## config.mk

```make
export PLATFORM = sky130hd
export DESIGN_NAME = c_subset_lexer_top
export DESIGN_NICKNAME = d
export VERILOG_FILES = /design/src/hw/rtl/csl_pkg.sv /design/src/hw/rtl/c_subset_lexer_top.sv
export SDC_FILE = /design/constraint.sdc
export NUM_CORES = 1
export LEC_CHECK = 0
export BUFFER_PORTS_ARGS = -buffer_cell sky130_fd_sc_hd__buf_2
export CAP_MARGIN = 20
export CORE_MARGIN = 2
export CORE_UTILIZATION = 50
export CTS_CLUSTER_SIZE = 28
export DETAILED_ROUTE_END_ITERATION = 10
export PLACE_DENSITY = 0.7
export SYNTH_ARGS = -nofsm -noshare
export SYNTH_HDL_FRONTEND = slang
export SYNTH_SLANG_ARGS = --single-unit
```

## constraint.sdc

```tcl
create_clock -name clk_i -period 4.75 [get_ports clk_i]
set_clock_uncertainty 0.1 [all_clocks]
set_input_delay 0.2375 -clock clk_i [delete_from_list [all_inputs] [get_ports clk_i]]
set_output_delay 0.2375 -clock clk_i [all_outputs]
set_load 0.1 [all_outputs]
```

## src/hw/rtl/csl_pkg.sv

```systemverilog
package csl_pkg;

  // token kinds
  localparam logic [5:0] KEnd    = 6'd0;
  localparam logic [5:0] KIdent  = 6'd13;
  localparam logic [5:0] KError  = 6'd14;
  localparam logic [5:0] KHex    = 6'd15;
  localparam logic [5:0] KFloat  = 6'd16;
  localparam logic [5:0] KInt    = 6'd17;
  localparam logic [5:0] KComma  = 6'd18;
  localparam logic [5:0] KSemi   = 6'd19;
  localparam logic [5:0] KColon  = 6'd20;
  localparam logic [5:0] KLParen = 6'd21;
  localparam logic [5:0] KRParen = 6'd22;
  localparam logic [5:0] KLBrace = 6'd23;
  localparam logic [5:0] KRBrace = 6'd24;
  localparam logic [5:0] KLBrack = 6'd25;
  localparam logic [5:0] KRBrack = 6'd26;
  localparam logic [5:0] KPlus   = 6'd27;
  localparam logic [5:0] KMinus  = 6'd28;
  localparam logic [5:0] KStar   = 6'd29;
  localparam logic [5:0] KDiv    = 6'd30;
  localparam logic [5:0] KMod    = 6'd31;
  localparam logic [5:0] KNeq    = 6'd32;
  localparam logic [5:0] KNot    = 6'd33;
  localparam logic [5:0] KEq     = 6'd34;
  localparam logic [5:0] KAssign = 6'd35;
  localparam logic [5:0] KLe     = 6'd36;
  localparam logic [5:0] KLt     = 6'd37;
  localparam logic [5:0] KGe     = 6'd38;
  localparam logic [5:0] KGt     = 6'd39;
  localparam logic [5:0] KAnd    = 6'd40;
  localparam logic [5:0] KOr     = 6'd41;

  localparam int unsigned NumKw = 12;
  localparam int unsigned KwMaxLen = 7;
  // last offset that still accepts a nonzero byte is TextBytes-2
  localparam logic [16:0] TextBytes = 17'd65536;

  // scanner modes, one-hot
  typedef enum logic [15:0] {
    MIdle    = 16'h0001,
    MIdent   = 16'h0002,
    MDot     = 16'h0004,
    MZero    = 16'h0008,
    MDec     = 16'h0010,
    MFrac    = 16'h0020,
    MHexPre  = 16'h0040,
    MHex     = 16'h0080,
    MSlash   = 16'h0100,
    MComment = 16'h0200,
    MBang    = 16'h0400,
    MEq      = 16'h0800,
    MLt      = 16'h1000,
    MGt      = 16'h2000,
    MAmp     = 16'h4000,
    MPipe    = 16'h8000
  } mode_e;

  // one result item
  typedef struct packed {
    logic [5:0]  kind;
    logic [15:0] start;
    logic [7:0]  len;
    logic [15:0] line;
    logic [15:0] col;
  } tok_t;

  // keyword byte at a position, 0 past its end
  function automatic logic [7:0] kw_char(input logic [3:0] k, input logic [2:0] p);
    logic [7:0] s [0:6];
    s = '{8'd0, 8'd0, 8'd0, 8'd0, 8'd0, 8'd0, 8'd0};
    unique case (k)
      4'd0: s = '{"m", "a", "i", "n", 8'd0, 8'd0, 8'd0};
      4'd1: s = '{"i", "n", "t", 8'd0, 8'd0, 8'd0, 8'd0};
      4'd2: s = '{"s", "h", "o", "r", "t", 8'd0, 8'd0};
      4'd3: s = '{"l", "o", "n", "g", 8'd0, 8'd0, 8'd0};
      4'd4: s = '{"f", "l", "o", "a", "t", 8'd0, 8'd0};
      4'd5: s = '{"b", "o", "o", "l", 8'd0, 8'd0, 8'd0};
      4'd6: s = '{"s", "w", "i", "t", "c", "h", 8'd0};
      4'd7: s = '{"c", "a", "s", "e", 8'd0, 8'd0, 8'd0};
      4'd8: s = '{"b", "r", "e", "a", "k", 8'd0, 8'd0};
      4'd9: s = '{"d", "e", "f", "a", "u", "l", "t"};
      4'd10: s = '{"t", "r", "u", "e", 8'd0, 8'd0, 8'd0};
      4'd11: s = '{"f", "a", "l", "s", "e", 8'd0, 8'd0};
      default: s = '{8'd0, 8'd0, 8'd0, 8'd0, 8'd0, 8'd0, 8'd0};
    endcase
    return s[p];
  endfunction

  function automatic logic [7:0] kw_len(input logic [3:0] k);
    unique case (k)
      4'd0, 4'd3, 4'd5, 4'd7, 4'd10: return 8'd4;
      4'd1: return 8'd3;
      4'd2, 4'd4, 4'd8, 4'd11: return 8'd5;
      4'd6: return 8'd6;
      4'd9: return 8'd7;
      default: return 8'd0;
    endcase
  endfunction

endpackage

```

## src/hw/rtl/c_subset_lexer_top.sv

```systemverilog
// Channel | Dir | tdata fields (low bit up)                                  | tlast
// s_axis  | in  | ch[7:0]                                                    | -
// m_axis  | out | token_kind[5:0] start_offset[21:6] length[29:22]
//               | start_line[45:30] start_column[61:46], pad to 64           | last
// One byte is taken per cycle while ready; the scanner updates in the same cycle.
// A byte can cause two tokens; they are registered into a two-entry output queue
// that drives m_axis.
// s_axis_tready is high while the queue has room for two tokens, counting a token
// that leaves in the same cycle.
// Sustained rate is one byte per cycle unless the sink stalls or two-token bytes
// arrive in a row faster than the sink drains them.
// Reset clears the scanner to idle, counters to offset 0, line 1, column 1.
module c_subset_lexer_top (
  input  logic        clk_i,
  input  logic        rst_ni,
  input  logic        s_axis_tvalid,
  output logic        s_axis_tready,
  input  logic [7:0]  s_axis_tdata,   // ch
  output logic        m_axis_tvalid,
  input  logic        m_axis_tready,
  output logic [63:0] m_axis_tdata,   // kind, start_offset, length, line, column
  output logic        m_axis_tlast    // last
);

  csl_pkg::mode_e mode_q, mode_d;
  logic [11:0] cand_q, cand_d;
  logic [15:0] tstart_q, tstart_d, tline_q, tline_d, tcol_q, tcol_d;
  logic [7:0]  tlen_q, tlen_d;
  logic [15:0] off_q, off_d, line_q, line_d, col_q, col_d;

  // output queue: two entries
  typedef struct packed {
    csl_pkg::tok_t tok;
    logic          lst;
  } ent_t;
  ent_t        q_mem [2];
  logic        rd_q, wr_q;
  logic [1:0]  cnt_q;

  logic [7:0] c;
  logic       acc, drop;
  assign c   = s_axis_tdata;
  assign acc = s_axis_tvalid && s_axis_tready;

  logic is_dig, is_alp, is_ids, is_idc, is_xd, is_sp;
  always_comb begin
    is_dig = c >= "0" && c <= "9";
    is_alp = (c >= "a" && c <= "z") || (c >= "A" && c <= "Z");
    is_ids = is_alp || c == "_";
    is_idc = is_ids || is_dig;
    is_xd  = is_dig || (c >= "a" && c <= "f") || (c >= "A" && c <= "F");
    is_sp  = c == " " || (c >= 8'd9 && c <= 8'd13);
  end

  // keyword filter at the current length, and kind lookup
  logic [11:0] filt, filt0;
  logic [5:0]  id_kind;
  always_comb begin
    filt = '0;
    filt0 = '0;
    id_kind = csl_pkg::KIdent;
    for (int k = 0; k < csl_pkg::NumKw; k++) begin
      filt[k] = cand_q[k] && tlen_q < csl_pkg::kw_len(4'(k)) &&
                csl_pkg::kw_char(4'(k), tlen_q[2:0]) == c;
      filt0[k] = csl_pkg::kw_char(4'(k), 3'd0) == c;
    end
    for (int k = csl_pkg::NumKw - 1; k >= 0; k--) begin
      if (cand_q[k] && csl_pkg::kw_len(4'(k)) == tlen_q) id_kind = 6'(k + 1);
    end
  end

  // scanner step
  logic          e0v, e1v;
  csl_pkg::tok_t e0, e1;
  logic [7:0]    tlen_g;
  always_comb begin
    logic       rescan, emit;
    logic [5:0] ek, bk;
    logic       bemit;
    mode_d = mode_q; cand_d = cand_q; tstart_d = tstart_q; tlen_d = tlen_q;
    tline_d = tline_q; tcol_d = tcol_q;
    off_d = off_q; line_d = line_q; col_d = col_q;
    tlen_g = (tlen_q == 8'hFF) ? tlen_q : tlen_q + 8'd1;
    rescan = 1'b0; emit = 1'b0; ek = csl_pkg::KError;
    bemit = 1'b0; bk = csl_pkg::KError;
    e0v = 1'b0; e1v = 1'b0;
    e0 = '0; e1 = '0;
    drop = c != 8'd0 && ({1'b0, off_q} + 17'd1 >= csl_pkg::TextBytes);
    if (acc && !drop) begin
      // pending token
      unique case (mode_q)
        csl_pkg::MIdent:
          if (is_idc) begin cand_d = filt; tlen_d = tlen_g; end
          else begin emit = 1'b1; ek = id_kind; rescan = 1'b1; end
        csl_pkg::MDot:
          if (is_dig) begin mode_d = csl_pkg::MFrac; tlen_d = tlen_g; end
          else begin emit = 1'b1; ek = csl_pkg::KError; rescan = 1'b1; end
        csl_pkg::MZero:
          if (c == "x" || c == "X") begin mode_d = csl_pkg::MHexPre; tlen_d = tlen_g; end
          else if (is_dig) begin mode_d = csl_pkg::MDec; tlen_d = tlen_g; end
          else if (c == ".") begin mode_d = csl_pkg::MFrac; tlen_d = tlen_g; end
          else begin emit = 1'b1; ek = csl_pkg::KInt; rescan = 1'b1; end
        csl_pkg::MDec:
          if (is_dig) tlen_d = tlen_g;
          else if (c == ".") begin mode_d = csl_pkg::MFrac; tlen_d = tlen_g; end
          else begin emit = 1'b1; ek = csl_pkg::KInt; rescan = 1'b1; end
        csl_pkg::MFrac:
          if (is_dig) tlen_d = tlen_g;
          else begin emit = 1'b1; ek = csl_pkg::KFloat; rescan = 1'b1; end
        csl_pkg::MHexPre:
          if (is_xd) begin mode_d = csl_pkg::MHex; tlen_d = tlen_g; end
          else begin emit = 1'b1; ek = csl_pkg::KError; rescan = 1'b1; end
        csl_pkg::MHex:
          if (is_xd) tlen_d = tlen_g;
          else begin emit = 1'b1; ek = csl_pkg::KHex; rescan = 1'b1; end
        csl_pkg::MSlash:
          if (c == "/") mode_d = csl_pkg::MComment;
          else begin emit = 1'b1; ek = csl_pkg::KDiv; rescan = 1'b1; end
        csl_pkg::MComment:
          if (c == 8'd0 || c == 8'h0A) begin mode_d = csl_pkg::MIdle; rescan = 1'b1; end
        csl_pkg::MBang:
          if (c == "=") begin tlen_d = tlen_g; emit = 1'b1; ek = csl_pkg::KNeq; end
          else begin emit = 1'b1; ek = csl_pkg::KNot; rescan = 1'b1; end
        csl_pkg::MEq:
          if (c == "=") begin tlen_d = tlen_g; emit = 1'b1; ek = csl_pkg::KEq; end
          else begin emit = 1'b1; ek = csl_pkg::KAssign; rescan = 1'b1; end
        csl_pkg::MLt:
          if (c == "=") begin tlen_d = tlen_g; emit = 1'b1; ek = csl_pkg::KLe; end
          else begin emit = 1'b1; ek = csl_pkg::KLt; rescan = 1'b1; end
        csl_pkg::MGt:
          if (c == "=") begin tlen_d = tlen_g; emit = 1'b1; ek = csl_pkg::KGe; end
          else begin emit = 1'b1; ek = csl_pkg::KGt; rescan = 1'b1; end
        csl_pkg::MAmp:
          if (c == "&") begin tlen_d = tlen_g; emit = 1'b1; ek = csl_pkg::KAnd; end
          else begin emit = 1'b1; ek = csl_pkg::KError; rescan = 1'b1; end
        csl_pkg::MPipe:
          if (c == "|") begin tlen_d = tlen_g; emit = 1'b1; ek = csl_pkg::KOr; end
          else begin emit = 1'b1; ek = csl_pkg::KError; rescan = 1'b1; end
        default: rescan = 1'b1;
      endcase
      if (emit) begin
        e0v = 1'b1;
        e0 = '{kind: ek, start: tstart_q, len: tlen_d, line: tline_q, col: tcol_q};
        mode_d = csl_pkg::MIdle;
      end
      // fresh token on this byte
      if (rescan && c != 8'd0 && !is_sp) begin
        tstart_d = off_q; tline_d = line_q; tcol_d = col_q; tlen_d = 8'd1;
        cand_d = '0;
        if (is_ids) begin cand_d = filt0; mode_d = csl_pkg::MIdent; end
        else begin
          unique case (c)
            "0": mode_d = csl_pkg::MZero;
            ".": mode_d = csl_pkg::MDot;
            "/": mode_d = csl_pkg::MSlash;
            "!": mode_d = csl_pkg::MBang;
            "=": mode_d = csl_pkg::MEq;
            "<": mode_d = csl_pkg::MLt;
            ">": mode_d = csl_pkg::MGt;
            "&": mode_d = csl_pkg::MAmp;
            "|": mode_d = csl_pkg::MPipe;
            ",": begin bemit = 1'b1; bk = csl_pkg::KComma; end
            ";": begin bemit = 1'b1; bk = csl_pkg::KSemi; end
            ":": begin bemit = 1'b1; bk = csl_pkg::KColon; end
            "(": begin bemit = 1'b1; bk = csl_pkg::KLParen; end
            ")": begin bemit = 1'b1; bk = csl_pkg::KRParen; end
            "{": begin bemit = 1'b1; bk = csl_pkg::KLBrace; end
            "}": begin bemit = 1'b1; bk = csl_pkg::KRBrace; end
            "[": begin bemit = 1'b1; bk = csl_pkg::KLBrack; end
            "]": begin bemit = 1'b1; bk = csl_pkg::KRBrack; end
            "+": begin bemit = 1'b1; bk = csl_pkg::KPlus; end
            "-": begin bemit = 1'b1; bk = csl_pkg::KMinus; end
            "*": begin bemit = 1'b1; bk = csl_pkg::KStar; end
            "%": begin bemit = 1'b1; bk = csl_pkg::KMod; end
            default:
              if (is_dig) mode_d = csl_pkg::MDec;
              else begin bemit = 1'b1; bk = csl_pkg::KError; end
          endcase
        end
        if (bemit) begin
          mode_d = csl_pkg::MIdle;
          e1v = 1'b1;
          e1 = '{kind: bk, start: off_q, len: 8'd1, line: line_q, col: col_q};
        end
      end
      // end of text, or counters
      if (c == 8'd0) begin
        tstart_d = off_q; tline_d = line_q; tcol_d = col_q;
        e1v = 1'b1;
        e1 = '{kind: csl_pkg::KEnd, start: off_q, len: 8'd0, line: line_q, col: col_q};
        mode_d = csl_pkg::MIdle;
        off_d = '0; line_d = 16'd1; col_d = 16'd1;
      end else begin
        if (c == 8'h0A) begin
          if (line_q != 16'hFFFF) line_d = line_q + 16'd1;
          col_d = 16'd1;
        end else if (col_q != 16'hFFFF) col_d = col_q + 16'd1;
        if (off_q != 16'hFFFF) off_d = off_q + 16'd1;
      end
    end
  end

  // queue control
  logic pop;
  logic [1:0] npush;
  assign pop = m_axis_tvalid && m_axis_tready;
  assign npush = {1'b0, e0v} + {1'b0, e1v};
  assign s_axis_tready = cnt_q == 2'd0 || (cnt_q == 2'd1 && pop);
  assign m_axis_tvalid = cnt_q != 2'd0;
  assign m_axis_tdata = {2'b0, q_mem[rd_q].tok.col, q_mem[rd_q].tok.line,
                         q_mem[rd_q].tok.len, q_mem[rd_q].tok.start,
                         q_mem[rd_q].tok.kind};
  assign m_axis_tlast = q_mem[rd_q].lst;

  always_ff @(posedge clk_i) begin
    if (e0v) q_mem[wr_q] <= '{tok: e0, lst: !e1v};
    if (e1v) q_mem[e0v ? !wr_q : wr_q] <= '{tok: e1, lst: 1'b1};
  end

  always_ff @(posedge clk_i or negedge rst_ni) begin
    if (!rst_ni) begin
      mode_q <= csl_pkg::MIdle; cand_q <= '0;
      tstart_q <= '0; tlen_q <= '0; tline_q <= 16'd1; tcol_q <= 16'd1;
      off_q <= '0; line_q <= 16'd1; col_q <= 16'd1;
      rd_q <= 1'b0; wr_q <= 1'b0; cnt_q <= '0;
    end else begin
      mode_q <= mode_d; cand_q <= cand_d;
      tstart_q <= tstart_d; tlen_q <= tlen_d; tline_q <= tline_d; tcol_q <= tcol_d;
      off_q <= off_d; line_q <= line_d; col_q <= col_d;
      if (pop) rd_q <= !rd_q;
      wr_q <= wr_q ^ npush[0];
      cnt_q <= cnt_q + npush - {1'b0, pop};
    end
  end

  // checks
  a_cnt: assert property (@(posedge clk_i) disable iff (!rst_ni) cnt_q <= 2'd2)
    else $error("queue overflow");
  a_line: assert property (@(posedge clk_i) disable iff (!rst_ni) line_q != 16'd0)
    else $error("line zero");
  a_col: assert property (@(posedge clk_i) disable iff (!rst_ni) col_q != 16'd0)
    else $error("column zero");
  a_end: assert property (@(posedge clk_i) disable iff (!rst_ni)
    acc && c == 8'd0 |=> off_q == 16'd0 && mode_q == csl_pkg::MIdle)
    else $error("end of text did not restart");

endmodule
```

==> impl_metrics.ini <==
[final_layout]
regArea_um2 = 7010
instances_no_fill = 2027
fin_util = 0.571
multi_input_area_um2 = 7840
final_cell_mix = 130 x dfrtp_1, 120 x nor2_1, 109 x nand2_1, 108 x edfxtp_1
fill_cells = 2579
drive_above_1_share = 0.208
area_growth_pct = 12.8
nNetsFinal = 1641
antennaDiodeCount = 0
final_common_cell = dfrtp_1

[synthesis]
syn_area_per_cell_um2 = 10.0
synth_edf_count = 108
ys_warn_count = 0
ys_async_sr_fraction = 0.519
syn_inst = 1546
ys_ff_latch = 262
syn_area_um2 = 15500
synthFlopType = dfrtp_1
synth.distinct_cells = 94
synth_top_area_share = 0.212
ys_seq_area_frac = 0.453
yosysTopAreaCell = dfrtp_1
synth_area_leaders = dfrtp_1 21%, edfxtp_1 21%, mux2_2 7.5%, a22o_1 5.8%, nor2_1 2.9%

[floorplanning]
die_h_um = 180
die_area_um2 = 32400
initial_core_util = 0.507
die_w_um = 180
ioPinCount = 79
core_um2 = 30600
num_rows = 64

[timing]
relSlewSlack = 0.340
hold_violations = 0
rsz0062_at_grt = false
timing.final.ws_setup_ns = 0.244
setup_viol = 0
slew_violations = 0
fmax_mhz = 222
tightest_slew_ns = 0.990
fin_setup_tns_ns = 0
fin_crit_sh = 0.949
fin_crit_ns = 4.51

[clock_tree]
cts_hold_buf = 1
cts_buffers = 27
clkSinkCount = 262
post_cts_buffers = 0
cts_tree = done
htree_levels = 1
clkLatencyLatePin_ns = 0.54
cts-resized-gates = 0
clk_pin_slew_ns = 0.06
clockRootBuffer = clkbuf_16
cts.path.max_buffers = 3

[routing]
wl_mm = 43.6
drc = 0
viasPerCell = 6.35
wl_per_cell_um = 21.5
vias = 12900
drt-pass1-iter-count = 5
first_iter_violations = 1017
postRouteAntennaNets = 0

[critical_path]
cp_cell_sequence = or4_1 > buf_4 > or4_1 > a211oi_1 > nor3_1 > nand2_1 > o21a_1 > a21oi_1 > buf_4 > fa_1 > clkinvlp_4 > buf_4
arrival_ns = 4.61
crit_top_cell = buf_4
required_ns = 4.85
reg2reg_depth = 12
slowest_stage = or4_1
path_class = register to register
slowest_delay_ns = 0.61
cp_max_fo = 18
end_kind = register
startpoint_type = register
reg2reg_slack_ns = 0.24

[min_path]
min_path_cells = 4
hp-class = primary input to register

[placement]
port_buffers = 76
dp.cells = 1975
gp_congestion = 0.998
pre_cts_ws_ns = 0.372
dp_hpwl_mm = 30.1

[global_route]
track_usage = 0.263
grt_pass1_vias = 12400
grt_start_max_net_pins = 107
antenna_found_initial = 0
overflow = 0
grt_pass1_wl_mm = 69.4

[power]
p_leak_nw = 6.93
ir_worst_vdd_v = 0.000415
p_per_area_nw_per_um2 = 641

[flow_run]
maxCapViolCount = 0

[run_status]
outcome = finished, final reports clean
==> layer usage <==
metal | up-vias | wire length [um] | global-route usage
li1 | 5948 | - | -
met1 | 6363 | 19400 | 0.382
met2 | 477 | 20500 | 0.425
met3 | 74 | 2820 | 0.0354
met4 | 0 | 844 | 0.0565
met5 | - | 0 | 0
==> synth_stat cells, types with 7 or more instances <==
master / n
buf_1: 17
nor2b_1: 14
or2_2: 7
nand2b_1: 16
o32ai_1: 11
o31ai_1: 9
xor2_1: 47
nand4_1: 33
mux2_2: 103
nor2_1: 121
edfxtp_1: 108
ha_1: 17
and4_1: 9
dfxtp_1: 18
dfrtp_1: 131
inv_1: 29
a31oi_1: 18
nand3_1: 55
nand2_1: 110
nor4b_1: 10
buf_4: 9
and2_1: 11
or3_1: 15
a32o_1: 8
o21a_1: 7
o21ai_0: 73
a21oi_1: 52
a22o_1: 103
and3_1: 18
buf_2: 23
xnor2_1: 35
clkbuf_1: 72
o22ai_1: 15
nor3_1: 45
nor4_1: 24
or4_1: 13
o211ai_1: 7
==> final cells by class <==
cell class	instances	area share
tap	396	0.0284
multi-input combinational	1130	0.449
timing repair buffer	158	0.0628
inverter	31	0.00709
sequential	262	0.401
clock buffer	39	0.0447
clock inverter	11	0.00680
==> cells by family (layout without fill, tap and decap cells) <==
family	Yosys count	after routing	synth area share
AND/OR/NAND/NOR	529	529	0.178
flip-flops	262	262	0.453
adder cells (fa/ha/maj)	19	19	0.0163
multiplexers	114	114	0.0824
buffers and inverters	155	239	0.0430
XOR/XNOR	82	82	0.0463
other	1	2	0.000242
AO/OA/AOI/OAI	384	384	0.181
==> power breakdown <==
group	total, mW	switching, mW	internal [mW]
clock network	2.13	0.878	1.26
logic	5.89	4.25	1.65
registers	3.18	0.358	2.82
==> per-stage QoR <==
stage	total power, mW	area, um2	hold WS [ns]
final	11.2	17500	0.0666
after global routing	11.7	17500	0.0784
after CTS	11.2	17500	0.0527
after detailed placement	9.04	16600	0.344
after global placement	8.97	16600	0.337
after floorplan	7.57	15500	-0.158
==> state kept, by name (all words and copies together) (netlist names) <==
name / cells
tstart_q: 16
wr_q: 1
off_q: 16
col_q: 16
q_mem: 126
cand_q: 12
tcol_q: 16
cnt_q: 2
tlen_q: 8
line_q: 16
mode_q: 16
rd_q: 1
tline_q: 16
==> worst paths after layout <==
path                                                   to                       from
worst max-delay path               q_mem[0][52]$_DFFE_PP_      mode_q[8]$_DFFE_PN0P_
worst min-delay path                     rd_q$_DFFE_PN0P_              m_axis_tready
worst max register to register     q_mem[0][52]$_DFFE_PP_      mode_q[8]$_DFFE_PN0P_
worst min register to register  q_mem[1][62]$_SDFFE_PP0P_  q_mem[1][62]$_SDFFE_PP0P_
max in group asynchronous           cand_q[6]$_DFFE_PN0P_                     rst_ni
min in group asynchronous          tline_q[6]$_DFFE_PN0P_                     rst_ni
==> critical path, delay by kind of cell (launching register included) <==
kind            cells  cell delay, ns
flops               1            0.43
fa+ha+maj           1            0.42
simple gates        4            1.59
buf+inv             4            0.79
compound gates      3            0.83
(Power assumes the default switching activity.)
